File: src/design/ctcb_pkg.sv
// Shared types and codes for the tiled COO-to-CSR builder.
// No dependencies.
package ctcb_pkg;

  localparam logic [1:0] OP_COUNT    = 2'd0;
  localparam logic [1:0] OP_FINALIZE = 2'd1;
  localparam logic [1:0] OP_FILL     = 2'd2;
  localparam logic [1:0] OP_READ     = 2'd3;

  localparam logic [1:0] KIND_ACK   = 2'd0;
  localparam logic [1:0] KIND_PLACE = 2'd1;
  localparam logic [1:0] KIND_CAP   = 2'd2;
  localparam logic [1:0] KIND_PTR   = 2'd3;

  localparam logic [1:0] ERR_OK    = 2'd0;
  localparam logic [1:0] ERR_RANGE = 2'd1;
  localparam logic [1:0] ERR_CAP   = 2'd2;
  localparam logic [1:0] ERR_SAT   = 2'd3;

  localparam logic [1:0] MODE_GENERAL = 2'd0;
  localparam logic [1:0] MODE_SKEW    = 2'd2;

  localparam logic [2:0] CFG_NUM_ROWS  = 3'd0;
  localparam logic [2:0] CFG_NUM_COLS  = 3'd1;
  localparam logic [2:0] CFG_STRIPE    = 3'd2;
  localparam logic [2:0] CFG_ALIGN     = 3'd3;
  localparam logic [2:0] CFG_SYM_MODE  = 3'd4;
  localparam logic [2:0] CFG_MIRROR_EN = 3'd5;

  // divider width: covers num_rows + ROWS_PER_TILE - 1
  localparam int DW = 21;

  typedef struct packed {
    logic [1:0]  op;
    logic [19:0] row;
    logic [19:0] col;
    logic [63:0] val;
    logic [3:0]  qtile;
    logic [6:0]  qrow;
    logic        last;
  } cmd_t;

  typedef struct packed {
    logic [1:0]  kind;
    logic [3:0]  tile_id;
    logic [15:0] slot;
    logic [19:0] local_col;
    logic [63:0] value_bits;
    logic [1:0]  error_code;
    logic        last;
  } res_t;

endpackage

File: src/design/ctcb_front.sv
// Front end: takes input beats and splits count/fill entries into
// the entry and, when mirroring applies, its mirror. Depends on ctcb_pkg.
module ctcb_front
  import ctcb_pkg::*;
(
  input  logic        clk,
  input  logic        rst,
  input  logic        enable,
  input  logic        in_valid,
  output logic        in_ready,
  input  logic [1:0]  opcode,
  input  logic [19:0] row_coord,
  input  logic [19:0] col_coord,
  input  logic [63:0] entry_bits,
  input  logic [3:0]  query_tile,
  input  logic [6:0]  query_row,
  input  logic [1:0]  sym_mode,
  input  logic        mirror_en,
  output logic        push,
  output cmd_t        push_data,
  input  logic        q_full
);

  logic        have;
  logic        step;
  cmd_t        item;
  logic        mir_need;

  assign in_ready = !have && enable;
  assign mir_need = (item.op == OP_COUNT || item.op == OP_FILL) &&
                    sym_mode != MODE_GENERAL && mirror_en && item.row != item.col;
  assign push     = have && !q_full;

  always_comb begin
    push_data = item;
    if (step) begin
      push_data.row  = item.col;
      push_data.col  = item.row;
      push_data.val  = (sym_mode == MODE_SKEW) ? {~item.val[63], item.val[62:0]} : item.val;
      push_data.last = 1'b1;
    end else begin
      push_data.last = !mir_need;
    end
  end

  always_ff @(posedge clk) begin
    if (in_valid && in_ready) begin
      item.op    <= opcode;
      item.row   <= row_coord;
      item.col   <= col_coord;
      item.val   <= entry_bits;
      item.qtile <= query_tile;
      item.qrow  <= query_row;
      item.last  <= 1'b1;
    end
  end

  always_ff @(posedge clk) begin
    if (rst) begin
      have <= 1'b0;
      step <= 1'b0;
    end else if (in_valid && in_ready) begin
      have <= 1'b1;
      step <= 1'b0;
    end else if (push) begin
      if (!step && mir_need) begin
        step <= 1'b1;
      end else begin
        have <= 1'b0;
      end
    end
  end

endmodule

File: config.mk
export PLATFORM = sky130hd
export DESIGN_NAME = ctcb_front
export DESIGN_NICKNAME = d
export VERILOG_FILES = /design/src/design/ctcb_pkg.sv /design/src/design/ctcb_front.sv
export SDC_FILE = /design/constraint.sdc
export NUM_CORES = 1
export LEC_CHECK = 0
export ABC_AREA = 1
export BUFFER_PORTS_ARGS = -buffer_cell sky130_fd_sc_hd__buf_2
export CAP_MARGIN = 40
export CORE_ASPECT_RATIO = 0.75
export CORE_MARGIN = 4
export CORE_UTILIZATION = 50
export CTS_CLUSTER_DIAMETER = 150
export DETAILED_ROUTE_END_ITERATION = 8
export PLACE_DENSITY = 0.84
export SETUP_SLACK_MARGIN = 0.1
export SYNTH_ARGS = -nofsm -noshare
export SYNTH_HDL_FRONTEND = slang
export SYNTH_SLANG_ARGS = --single-unit
File: constraint.sdc
create_clock -name clk -period 5.6 [get_ports clk]
set_input_delay 0.56 -clock clk [delete_from_list [all_inputs] [get_ports clk]]
set_output_delay 0.56 -clock clk [all_outputs]
set_load 0.01 [all_outputs]
== Yosys cells after proc, flatten, opt, wreduce, memory -nomap -nowiden ==
Cells that the tools add are included.

* Add/subtract/negate cells: 0
* Multipliers: 0
* Div/mod/pow operators: 0
* $lt $le $gt $ge: 0
* Equal/unequal tests: 4
* Shift-type cells: 0
* Muxes and demuxes: 6
* Bitwise gates (word level): 1
* Reductions and logical operators: 18

{| class="wikitable"
|+ Operator list
! operator !! count
|-
| $mux W104 || 1
|-
| $mux W64 || 1
|-
| $ne A20 B20 Y1 || 1
|-
| $logic_and A1 B1 Y1 || 7
|-
| $eq A2 B2 Y1 const B || 2
|-
| $logic_not A1 Y1 || 4
|-
| $mux W1 || 4
|-
| $reduce_and A2 Y1 || 2
|-
| $reduce_bool A2 Y1 || 2
|-
| $logic_not A2 Y1 || 1
|-
| $ne A2 B2 Y1 const B || 1
|-
| $reduce_or A2 Y1 || 1
|-
| $logic_or A1 B1 Y1 || 1
|-
| $not A1 Y1 || 1
|}

* Register bits: 119
* Latch bits: 0
* RAM bits: 0
* Bits in read-only memories: 0
* Bits of input ports: 125
* Output and inout bits: 120
* Logic and storage cells: 37
* Memories kept: 0

== Depth between registers and ports, before layout ==
* Word-level depth: 9
* Mapped depth: 10
* Depth with buffers taken out: 10

== Worst setup path before layout ==
OpenSTA, ideal clock, no wires.

* Path type: input port to flip-flop
* Start: input enable
* End: register step
* Arrival: 3.573 ns
* Required time: 5.481 ns
* Path slack: 1.908 ns
* Stages on the path: 6
* Path buffers: 0
* Path through: inv_1 > nor2_1 > nand2_1 > inv_1 > or2_2 > a21oi_1

* Word-level cells in the longest chain between the ends: 3

{| class="wikitable"
|+ Ends and longest elaborated chain
! item !! line !! RTL
|-
| from (decl) || ctcb_front.sv:8 || <nowiki>input logic enable,</nowiki>
|-
| $logic_and A1 B1 Y1 || ctcb_front.sv:29 || <nowiki>assign in_ready = !have && enable;</nowiki>
|-
| via in_ready || ctcb_front.sv:10 || <nowiki>output logic in_ready,</nowiki>
|-
| $logic_and A1 B1 Y1 || ctcb_front.sv:62 || <nowiki>end else if (in_valid && in_ready) begin</nowiki>
|-
| $reduce_or A2 Y1 (no source line) || n/a ||
|-
| to (signal assigned) || ctcb_front.sv:61 || <nowiki>step <= 1'b0;</nowiki>
|-
| to (signal assigned) || ctcb_front.sv:64 || <nowiki>step <= 1'b0;</nowiki>
|-
| to (signal assigned) || ctcb_front.sv:67 || <nowiki>step <= 1'b1;</nowiki>
|-
| to (decl) || ctcb_front.sv:25 || <nowiki>logic step;</nowiki>
|}

The timed path passes the listed nets, and every way through them passes these cells.
A chain may end at the register's enable or synchronous reset.

==> flow_metrics.py <==
metrics = {
    "status": {
        "outcome": "finished clean",
    },
    "sta": {
        "setup_tns_ns": 0,
        "slew_headroom_pct": 51.5,
        "worstMarginPinSlew_ns": 0.727,
        "setup_violations": 0,
        "rsz0062_at_grt": "no",
        "final.setup_skew_ns": 0.00591,
        "finalMaxSlewViolations": 0,
        "fmax_mhz": 386,
        "period_share_pct": 46.3,
        "finalCriticalPeriod_ns": 2.59,
        "hold_violations": 0,
    },
    "cts": {
        "clock_tree.root_cell": "clkbuf_16",
        "postCtsHoldBufs": 0,
        "htreeDepth": 4,
        "cts_tree": "done",
        "cts_resized": 0,
        "numCtsBuffers": 17,
        "post-cts-setup-buffers": 0,
        "clockBufferDepth": 2,
        "clk_latency_ns": 0.40,
        "clk_pin_slew_ns": 0.06,
        "clkSinkCount": 119,
    },
    "worst_setup_path": {
        "cp_top_family": "flip-flops",
        "crit_required_ns": 5.04,
        "worst_path_largest_cell_delay_ns": 0.66,
        "path_class": "register to output pin",
        "crit_chain": "buf_16 > inv_1 > o21ai_0 > buf_2",
        "slowest_stage": "dfxtp_2",
        "worst-path-max-fanout": 37,
        "cp-end-kind": "output pin",
        "crit_path_start_kind": "register",
        "path_buf_inv": 3,
        "crit_arrival_ns": 2.03,
    },
    "logic_synthesis": {
        "synth_edf_count": 117,
        "ys_warn_count": 0,
        "ys_ff_latch": 119,
        "synth_ff_type": "edfxtp_1",
        "synth.top_cells.by_count": "117 x edfxtp_1, 92 x nand2_1, 76 x buf_4, 40 x o21ai_0, 38 x inv_1",
        "synthXorXnorAreaFrac_pct": 1.58,
        "synthDistinctLibCells": 16,
        "synth_top_family_by_area": "buffers and inverters",
        "synthMuxAreaShare_pct": 0,
        "synth_compound_area_share_pct": 4.58,
        "ys_top_cells_by_area": "edfxtp_1 70%, buf_4 11%, nand2_1 6.9%",
        "synth.most_common_cell": "edfxtp_1",
        "yosys.area.top_type_share_pct": 70.3,
        "synthSimpleGateAreaFrac_pct": 7.81,
        "synthCells": 397,
        "synth_largest_area_cell": "edfxtp_1",
        "synth_area_mm2": 0.00500,
        "avgSynthCellArea_um2": 12.6,
        "syn_nets": 522,
        "ys_seq_area_share_pct": 71.1,
        "synth-async-reset-ratio_pct": 0,
        "yosys.area_share.adder_pct": 0,
    },
    "drt": {
        "ant_nets": 0,
        "wirelength_mm": 11.3,
        "wl_per_cell_um": 15.6,
        "drtPass1Iterations": 5,
        "drc_errors": 0,
        "vias": 3302,
        "drtIter0Drc": 145,
        "viasPerCell": 4.57,
    },
    "final_layout": {
        "instances_no_fill": 723,
        "nets": 703,
        "diodes": 0,
        "area_growth_pct": 29.4,
        "drive_gt1_share_pct": 47.5,
    },
    "power_and_ir_drop": {
        "peakVddDrop_v": 0.000335,
        "totalPowerFinal_uw": 2370,
        "power_density_mw_per_mm2": 367,
        "p_leak_uw": 0.00287,
    },
    "grt": {
        "gr-usage-all-layers_pct": 18.9,
        "antenna_found_initial": 0,
        "grt_pass1_wl_mm": 16.3,
        "first_global_vias": 3302,
        "overflow": 0,
        "grt_start_max_net_pins": 61,
    },
    "floorplanning": {
        "design.die.area_mm2": 0.0117,
        "core_area_mm2": 0.00970,
        "rows": 31,
        "die_h_um": 94.6,
        "fp.dieW_um": 123,
        "ios": 245,
        "start_util_pct": 51.6,
    },
    "run": {
        "maxCapViolCount": 0,
    },
    "placed_design": {
        "dp_hpwl_mm": 8.48,
        "dp.cells": 691,
        "gp_congestion": 0.802,
        "io_buffers": 244,
    },
    "min_path": {
        "hold_class": "input port to register",
    },
}
registers in the layout, indices dropped and copies added (netlist names):
| name | flops |
|---|---|
| item | 104 |
| push_data | 13 |
| have | 1 |
| step | 1 |
per-layer routing:
metal | global-route usage (%) | vias to the layer above | routed length, um
met5 | 0 | - | 0
met3 | 9.40 | 16 | 1360
met2 | 33.5 | 185 | 5850
met4 | 6.36 | 0 | 146
li1 | - | 1612 | -
met1 | 19.6 | 1489 | 3910
stage by stage:
step / setup slack (ns) / hold slack, ns / util, % / area, um^2
floorplan: 1.91 / 0.446 / - / 5000
global placement: 3.07 / 0.467 / 59.7 / 5790
detailed placement: 2.99 / 0.474 / 60.0 / 5820
CTS: 3.02 / 0.312 / 66.7 / 6470
global route: 2.86 / 0.311 / 66.7 / 6470
finish: 3.01 / 0.333 / 66.7 / 6470
cell families (layout without fill, tap and decap cells):
group / after synthesis / after routing
flops: 119 / 119
simple gates: 103 / 103
xor+xnor: 9 / 9
buf+inv: 122 / 316
compound gates: 44 / 44
path summary, 6_finish.rpt:
path                          to  slack, ns          from  cells past startpoint
hold / removal      push_data[3]       0.33  query_row[2]                      1
setup reg to reg       item[107]       3.33          have                      4
hold reg to reg             have       0.48          have                      2
setup / recovery  push_data[106]       3.01          step                      4
report_power, final:
part	total (uW)	internal [uW]	switching, uW
clock	1180	792	384
sequential	1040	1030	16.3
combinational	153	67.8	85.0
total	2370	1890	486
cell usage in the layout, fill, tap and decap left out, drive strengths merged, types with 2 or more instances in the layout:
master,netlist,final
inv,38,40
nor2,9,9
buf,81,246
bufinv,0,5
edfxtp,117,117
clkbuf,3,17
a21oi,2,2
clkinvlp,0,2
o21ai,40,40
nand2,92,92
xnor2,8,8
clkinv,0,6
dfxtp,2,2
area by class of cell:
type | count | area [um^2]
Clock buffer | 17 | 425
Clock inverter | 15 | 226
Fill cell | 739 | 3230
Inverter | 38 | 145
Multi-Input combinational cell | 156 | 698
Sequential cell | 119 | 3550
Tap cell | 132 | 165
Timing Repair Buffer | 246 | 1260
Power figures use the tool's default switching activity.
