<file path="config.mk">
export PLATFORM = sky130hd
export DESIGN_NAME = ctcb_queue
export DESIGN_NICKNAME = d
export VERILOG_FILES = /design/src/design/ctcb_pkg.sv /design/src/design/ctcb_queue.sv
export SDC_FILE = /design/constraint.sdc
export NUM_CORES = 1
export LEC_CHECK = 0
export BUFFER_PORTS_ARGS = -buffer_cell sky130_fd_sc_hd__buf_2
export CORE_MARGIN = 2
export CORE_UTILIZATION = 55
export CTS_CLUSTER_SIZE = 25
export DETAILED_ROUTE_END_ITERATION = 7
export PLACE_DENSITY = 0.77
export SYNTH_ARGS = -nofsm -noshare
export SYNTH_HDL_FRONTEND = slang
export SYNTH_SLANG_ARGS = --single-unit
export TNS_END_PERCENT = 50
</file>
<file path="constraint.sdc">
create_clock -name clk -period 5.5 [get_ports clk]
set_clock_uncertainty 0.05 [all_clocks]
set_input_delay 0.55 -clock clk [delete_from_list [all_inputs] [get_ports clk]]
set_output_delay 0.55 -clock clk [all_outputs]
set_load 0.01 [all_outputs]
</file>
<file path="src/design/ctcb_pkg.sv">
// Shared types and codes for the tiled COO-to-CSR builder.
// No dependencies.
package ctcb_pkg;

  localparam logic [1:0] OP_COUNT    = 2'd0;
  localparam logic [1:0] OP_FINALIZE = 2'd1;
  localparam logic [1:0] OP_FILL     = 2'd2;
  localparam logic [1:0] OP_READ     = 2'd3;

  localparam logic [1:0] KIND_ACK   = 2'd0;
  localparam logic [1:0] KIND_PLACE = 2'd1;
  localparam logic [1:0] KIND_CAP   = 2'd2;
  localparam logic [1:0] KIND_PTR   = 2'd3;

  localparam logic [1:0] ERR_OK    = 2'd0;
  localparam logic [1:0] ERR_RANGE = 2'd1;
  localparam logic [1:0] ERR_CAP   = 2'd2;
  localparam logic [1:0] ERR_SAT   = 2'd3;

  localparam logic [1:0] MODE_GENERAL = 2'd0;
  localparam logic [1:0] MODE_SKEW    = 2'd2;

  localparam logic [2:0] CFG_NUM_ROWS  = 3'd0;
  localparam logic [2:0] CFG_NUM_COLS  = 3'd1;
  localparam logic [2:0] CFG_STRIPE    = 3'd2;
  localparam logic [2:0] CFG_ALIGN     = 3'd3;
  localparam logic [2:0] CFG_SYM_MODE  = 3'd4;
  localparam logic [2:0] CFG_MIRROR_EN = 3'd5;

  // divider width: covers num_rows + ROWS_PER_TILE - 1
  localparam int DW = 21;

  typedef struct packed {
    logic [1:0]  op;
    logic [19:0] row;
    logic [19:0] col;
    logic [63:0] val;
    logic [3:0]  qtile;
    logic [6:0]  qrow;
    logic        last;
  } cmd_t;

  typedef struct packed {
    logic [1:0]  kind;
    logic [3:0]  tile_id;
    logic [15:0] slot;
    logic [19:0] local_col;
    logic [63:0] value_bits;
    logic [1:0]  error_code;
    logic        last;
  } res_t;

endpackage

</file>
<file path="src/design/ctcb_queue.sv">
// Short command queue between front and back.
// Depends on ctcb_pkg (cmd_t).
module ctcb_queue
  import ctcb_pkg::*;
#(
  parameter int DEPTH = 4
) (
  input  logic clk,
  input  logic rst,
  input  logic push,
  input  cmd_t push_data,
  output logic full,
  input  logic pop,
  output logic q_valid,
  output cmd_t q_data
);

  localparam int AW = $clog2(DEPTH);

  cmd_t          ent [DEPTH];
  logic [AW-1:0] wp;
  logic [AW-1:0] rp;
  logic [AW:0]   cnt;
  logic          do_push;
  logic          do_pop;

  assign full    = (cnt == (AW + 1)'(DEPTH));
  assign q_valid = (cnt != '0);
  assign q_data  = ent[rp];
  assign do_push = push && !full;
  assign do_pop  = pop && q_valid;

  always_ff @(posedge clk) begin
    if (do_push) begin
      ent[wp] <= push_data;
    end
  end

  always_ff @(posedge clk) begin
    if (rst) begin
      wp  <= '0;
      rp  <= '0;
      cnt <= '0;
    end else begin
      if (do_push) begin
        wp <= wp + 1'b1;
      end
      if (do_pop) begin
        rp <= rp + 1'b1;
      end
      cnt <= cnt + (AW + 1)'(do_push) - (AW + 1)'(do_pop);
    end
  end

endmodule

</file>
== Yosys cells after proc, flatten, opt, wreduce, memory -nomap -nowiden ==
Memories as Yosys holds them, arrays and structs flattened. A register that Yosys moved wholly into a read port is not among the register bits.
Index checks and enable logic that the tools add are counted.

* Bits in registers: 7
* RAM bits: 472
* Output and inout bits: 120
* Word-level logic and storage cells: 17
* Memories kept: 1

{| class="wikitable"
|+ Memory list
! memory !! depth !! bits a word !! rd ports !! clocked after Yosys merged registers in !! write ports !! RTL line !! text
|-
| ent || 4 || 118 || 1 || 1 || 1 || ctcb_queue.sv:20 || <nowiki>cmd_t ent [DEPTH];</nowiki>
|}

* Add/sub/neg operators: 4
* Eq/ne operators: 1
* Mux-type cells: 4
* Reduce and logical (&&, ||, !) cells: 4

{| class="wikitable"
|+ Operators by type and width
! operator !! number
|-
| 2-bit by 1-bit adder with 2-bit output, second input constant || 2
|-
| 2-bit 2-to-1 mux || 2
|-
| 3-bit by 1-bit adder with 3-bit output || 1
|-
| 3-bit equality test, second input constant || 1
|-
| 3-bit nonzero test || 1
|-
| 3-bit by 1-bit subtractor with 3-bit output || 1
|-
| 1-bit logical AND || 2
|-
| 1-bit 2-to-1 mux || 2
|-
| 1-bit zero test || 1
|}

== Logic depth before layout (Yosys ltp) ==
Gate-level depths: netlist (run 1).

* Depth in word-level cells: 5
* Mapped depth: 11
* Depth with buffers taken out: 11

== Worst setup path before layout (run 1) ==
No wires, ideal clock.

* Path kind: input to register
* Start point: input push
* End point: memory ent[0][0] (netlist name) (enable)
* Arrival: 3594 ps
* Setup slack: 1365 ps
* Cell stages on the path: 3
* Cells stage by stage: inv_1 > nor2_1 > and2_1

* Word-level cells in the longest chain between the ends: 3

{| class="wikitable"
|+ RTL lines
! item !! RTL line !! text
|-
| from (decl) || ctcb_queue.sv:10 || <nowiki>input logic push,</nowiki>
|-
| 1-bit logical AND || ctcb_queue.sv:30 || <nowiki>assign do_push = push && !full;</nowiki>
|-
| 1-bit 2-to-1 mux || ctcb_queue.sv:34 || <nowiki>if (do_push) begin</nowiki>
|-
| 1-bit 2-to-1 mux (implied by the code) || ctcb_queue.sv:35 || <nowiki>ent[wp] <= push_data;</nowiki>
|-
| to (decl) || ctcb_queue.sv:20 ||
|}

Every way passes these cells.

==> out/qor.csv, run 1 <==
stage,metric,value,unit
outcome,status,finished clean,
grt,grt_pass1_vias,8179,
power_and_ir_drop,finalPower,9.73,mW
setup_path,crit_path_max_fanout,54,
setup_path,critical_path_class,reg -> out,
yosys,yosysWarningCount,0,
setup_path,path_delay_family,flip-flops,
yosys,synth.top_cells.by_area,"edfxtp_1 (81%), mux4_2 (15%), dfxtp_1 (1.0%)",
die,core_area,0.0314,sq mm
yosys,yosys.area.top_type,edfxtp_1,
yosys,yosysTopAreaCellShare,0.813,
clock_tree,numCtsBuffers,48,
timing,tightest_slew,980,ps
setup_path,path_buf_inv,2,
job,drv_cap,0,
setup_path,cpPeakStageDelay,990,ps
die,row_count,65,
placed_design,place_area,0.0191,sq mm
setup_path,worstPathRequired,4900,ps
route,drt_iter0_markers,610,
timing,maxSlewHeadroom,0.346,
layout,design_area,0.0206,sq mm
yosys,synth_edf_count,472,
grt,overflow,0,
timing,finalCritPeriodShare,0.622,
clock_tree,hold_buffers,0,
timing,finalHoldViolations,0,
setup_path,start_kind,flop,
yosys,synth_seq_cells,481,
yosys,yosysUniqueCellTypes,24,
route,drt-pass1-iter-count,4,
layout,drive_above_1_share,0.453,
clock_tree,clock_latency,540,ps
clock_tree,cts_tree,yes,
clock_tree,cts.clk_slew.worst_paths,60,ps
timing,whs,167,ps
placed_design,post-place-ws,2530,ps
route,routed_wl,32000,microns
timing,worst_slack,2080,ps
grt,grt_first_pass_wirelength,48500,microns
yosys,syn_area,0.0174,sq mm
route,drc,0,
grt,grt_max_degree,83,
grt,grt_usage,0.195,
route,drtAntennaViolNets,0,
layout,final_util,0.657,
timing,slew_viol_final,0,
setup_path,cp.arrival,2820,ps
layout,area_growth,18.3,%
setup_path,reg2reg_from,cnt[1],
yosys,ys_top_cells_by_count,"edfxtp_1 (472), mux4_2 (118), buf_2 (13)",
layout,fin_cells,1380,
timing,tns,0,ps
die,die_x,182,microns
timing,fmax,292,MHz
yosys,synth_ff_type,edfxtp_1,
worst_hold_path,hp-class,in -> reg,
grt,grt.busiest_layer,met2,
worst_hold_path,hp-start,push_data[61],
grt,use_met1,0.273,
die,initial_core_util,0.556,
clock_tree,clockRootBuffer,clkbuf_16,
route,vias_per_cell,5.66,
clock_tree,htreeDepth,2,
power_and_ir_drop,ir_drop,369,uV
yosys,avgSynthCellArea,26.2,sq um
yosys,syn-num-nets,794,
timing,rsz0062_at_grt,false,
grt,antenna_found_initial,8,
placed_design,place_inst,1289,
setup_path,worstPathCellList,buf_12 -> mux4_2 -> buf_2,
clock_tree,clockBufferDepth,3,
power_and_ir_drop,p_leak,6.90,nW
timing,period_needed,3420,ps
placed_design,gp_congestion,0.708,
yosys,netlist_instances,665,
yosys,async_reset_ff_frac,0,
yosys,yosysMostFrequentCell,edfxtp_1,
yosys,seq_area_frac_synth,0.823,
die,die-area,0.0332,sq mm
route,vias,7805,
setup_path,cp-end-kind,output port,
placed_design,hpwl,19000,microns
layout,layout.nets,1066,
clock_tree,clock_sinks,481,
die,io-pin-count,242,
die,die_height,182,microns
clock_tree,ctsResizeCount,0,
route,wl_per_cell,23.2,microns
clock_tree,cts_setup_buffers,0,
setup_path,cpMaxStageDelayCell,dfxtp_4,
grt,met3_usage,0.0667,
timing,setup_viol,0,
grt,use_met2,0.305,
power_and_ir_drop,powerDensity,471,mW/mm^2
placed_design,io_buffers,241,
-- worst paths after layout --
path	to	slack [ps]	cells past startpoint
max reg2reg	ent[3][113]	2860	4
min reg2reg	rp[1]	480	2
min	ent[2][61]	170	1
max	q_data[106]	2080	3
-- power breakdown --
group | switching, mW | internal, mW | total [mW]
combinational | 1.05 | 0.985 | 2.04
clock | 1.28 | 1.77 | 3.05
sequential | 0.193 | 4.45 | 4.64
-- layer usage --
layer | wire length (microns) | up-vias
li1 | - | 3420
met1 | 13100 | 4037
met2 | 15400 | 290
met5 | 53 | -
met3 | 3030 | 50
met4 | 498 | 8
-- cell usage in the layout (no fill, tap or decap), drive strengths merged --
cell type	instances
nor2	6
and2	5
a21oi	1
clkinvlp	1
nor3b	1
dfxtp	9
bufinv	3
mux4	118
or3	2
o311ai	1
mux2i	1
edfxtp	472
o21ai	1
nor3	1
xor2	2
nor2b	1
inv	9
diode	4
ha	6
nand2b	2
fa	1
clkinv	22
buf	249
o31a	1
xnor2	1
clkbuf	58
-- area by class of cell --
cell class | instances | area [sq um]
Clock inverter | 29 | 221
Inverter | 6 | 22.5
Timing Repair Buffer | 249 | 1330
Tap cell | 402 | 503
Fill cell | 2028 | 10800
Antenna cell | 4 | 10.0
Sequential cell | 481 | 14400
Multi-Input combinational cell | 151 | 2920
Clock buffer | 58 | 1260
-- flip-flops by register name, indices dropped and copies added (netlist names), named ones only --
| name | count |
|---|---|
| ent | 472 |
| cnt | 3 |
| rp | 2 |
| wp | 2 |
-- logic make-up (layout without fill, tap and decap cells) --
group                    after synthesis  count (layout)  share of synthesized area
AO/OA/AOI/OAI                          4               4                    0.00158
AND/OR/NAND/NOR                       18              18                    0.00560
multiplexers                         119             119                      0.153
flip-flops                           481             481                      0.823
adder cells (fa/ha/maj)                7               7                    0.00545
XOR/XNOR                               3               3                    0.00151
buffers and inverters                 33             342                    0.00997
other                                  0               4                          0
No activity file was read; power rests on OpenSTA's default activity.
==> inputs of run 2 (changes only) <==
- clock period: 5.5 -> 3.4 ns (I/O delays scaled with it)
==> run 2 against run 1 <==
Total power rose by 66%. Sequential power rose by 60%. Largest cell class unchanged. Flip-flop and latch count unchanged. Clock power increased by 67%. Design area rose by 6.5%. Non-clock buffer count is 124 higher.
==> out/qor.csv, run 2 (synthesis gave the netlist of run 1 again) <==
stage,metric,value,unit,change
clock_tree,clock_latency,530,ps,about the same
power_and_ir_drop,powerDensity,733,mW/mm^2,+55%
worst_hold_path,hp-class,in -> reg,,
worst_hold_path,min_path_cells,2,,+1
grt,grt_max_degree,63,,-24%
timing,worst_slack,698,ps,-1380 ps
layout,largest_reg_flops,472,,unchanged
placed_design,gp_congestion,0.694,,-1.9%
clock_tree,cts_setup_buffers,0,,unchanged
clock_tree,cts_tree,yes,,
route,vias,8316,,+6.5%
clock_tree,clockBufferDepth,3,,unchanged
grt,grt_usage,0.204,,+0.00934
timing,finalCritPeriodShare,0.795,,
setup_path,cp-end-kind,output port,,
timing,slew_viol_final,0,,unchanged
setup_path,reg2reg_from,cnt[2],,
layout,final_cell_mix,"edfxtp_1 (472), buf_2 (241), mux4_2 (118), dlygate4sd3_1 (118), clkbuf_16 (47)",,
placed_design,place_inst,1295,,+0.47%
grt,antenna_found_initial,1,,-7
placed_design,io_buffers,241,,unchanged
layout,num-fill-cells,1844,,-9.1%
layout,ff_latch_area,0.0144,sq mm,unchanged
die,die_x,182,microns,unchanged
layout,reg_top3,"ent: 472 flops, cnt: 3 flops",,
clock_tree,htreeDepth,2,,unchanged
power_and_ir_drop,seqPwrFrac,0.462,,-0.015
grt,overflow,0,,unchanged
route,vias_per_cell,5.55,,-1.9%
layout,fin_cells,1499,,+8.6%
job,drv_cap,0,,unchanged
route,drc,0,,unchanged
timing,tightest_slew,602,ps,-378 ps
clock_tree,numCtsBuffers,47,,-2.1%
layout,area_growth,26.0,%,
grt,grt_first_pass_wirelength,51500,microns,+6.0%
route,drtAntennaViolNets,0,,unchanged
power_and_ir_drop,switching_share,0.258,,-0.00175
setup_path,r2r_end,cnt[2],,
timing,setup_viol,0,,unchanged
placed_design,post-place-ws,952,ps,-1580 ps
timing,period_needed,2700,ps,
clock_tree,clockRootBuffer,clkbuf_16,,
outcome,status,finished clean,,
setup_path,critical_path_class,reg -> out,,
placed_design,hpwl,18900,microns,-0.21%
setup_path,ff2ff_setup_slack,930,ps,-1930 ps
layout,mostFrequentLayoutCell,edfxtp_1,,
power_and_ir_drop,p_leak,7.45,nW,+8.0%
clock_tree,cts.clk_slew.worst_paths,50,ps,about the same
setup_path,crit_path_max_fanout,22,,-59%
timing,tns,0,ps,unchanged
power_and_ir_drop,p_comb_frac,0.222,,+0.012
die,initial_core_util,0.556,,unchanged
route,wl_per_cell,22.3,microns,-4.1%
setup_path,cp.arrival,2310,ps,-510 ps
clock_tree,clock_sinks,481,,unchanged
timing,maxSlewHeadroom,0.599,,+0.252
timing,rsz0062_at_grt,false,,
layout,regMostFlops,ent,,
setup_path,start_kind,flop,,
die,io-pin-count,242,,unchanged
die,row_count,65,,unchanged
timing,finalHoldViolations,0,,unchanged
route,drt_iter0_markers,621,,+1.8%
layout,drive_above_1_share,0.405,,-0.0477
power_and_ir_drop,intPower,12.0,mW,+66%
worst_hold_path,hp-start,rst,,
die,die-area,0.0332,sq mm,unchanged
grt,grt_pass1_vias,8985,,+9.9%
timing,fmax,370,MHz,
layout,multi_input_area,0.00292,sq mm,unchanged
layout,layout.nets,1189,,+12%
setup_path,r2r_cells,11,,+7
timing,whs,38.8,ps,-128 ps
setup_path,worstPathRequired,3010,ps,-1890 ps
power_and_ir_drop,power.switching,4.15,mW,+64%
power_and_ir_drop,ir_drop,528,uV,+43%
die,die_height,182,microns,unchanged
die,core_area,0.0314,sq mm,unchanged
route,routed_wl,33400,microns,+4.2%
route,drt-pass1-iter-count,4,,unchanged
power_and_ir_drop,p_clk_frac,0.316,,+0.003
==> run 2: repair_timing <==
action | CTS | global route
gates resized for setup | 0 | 0
hold endpoints to repair | 472 | 0
hold buffers | 118 | 0
==> run 2: layer usage <==
metal | wire (microns) | part of all wire | track usage
met1 | 13300 | 0.40 | 0.275
met2 | 16900 | 0.51 | 0.342
met3 | 2430 | 0.073 | 0.0501
met4 | 702 | 0.021 | 0.0526
met5 | 0 | 0 | 0
==> run 2: power by group through the flow <==
stage          clock network, mW  logic [mW]  registers (mW)
6_report                    5.09        3.58            7.44
5_1_grt                     5.43        3.84            7.50
4_1_cts                     5.17        3.64            7.45
3_5_place_dp                   0        3.49            7.57
3_3_place_gp                   0        3.45            7.52
2_1_floorplan                  0        2.27            7.47
==> run 2: through the flow <==
stage / power, mW / cell area (sq um) / utilization
detailed placement: 11.1 / 19300 / 0.614
finish: 16.1 / 22000 / 0.700
CTS: 16.3 / 22000 / 0.700
global placement: 11.0 / 19300 / 0.614
global route: 16.8 / 22000 / 0.700
floorplan: 9.74 / 17400 / -
==> run 2: critical path: stages (launching register included) <==
cell and delay [ps]:
dfxtp_4 660, buf_4 370, mux4_2 570, buf_2 170
==> run 2: how the worst max path moves through the flow <==
stage | slack [ps] | end | cells after the start
after floorplan | -690 | ent[0][0] | 3
after global placement | 980 | cnt[2] | 11
after detailed placement | 950 | cnt[2] | 11
after CTS | 650 | q_data[101] | 3
after global routing | 560 | q_data[61] | 3
final | 700 | q_data[61] | 3
==> run 2: final cells by class <==
cell class / instances / share of cell area
antenna: 1 / 0.000114
timing repair buffer: 373 / 0.121
tap: 402 / 0.0229
inverter: 6 / 0.00102
multi-input combinational: 151 / 0.133
clock inverter: 26 / 0.0133
sequential: 481 / 0.653
clock buffer: 59 / 0.0556
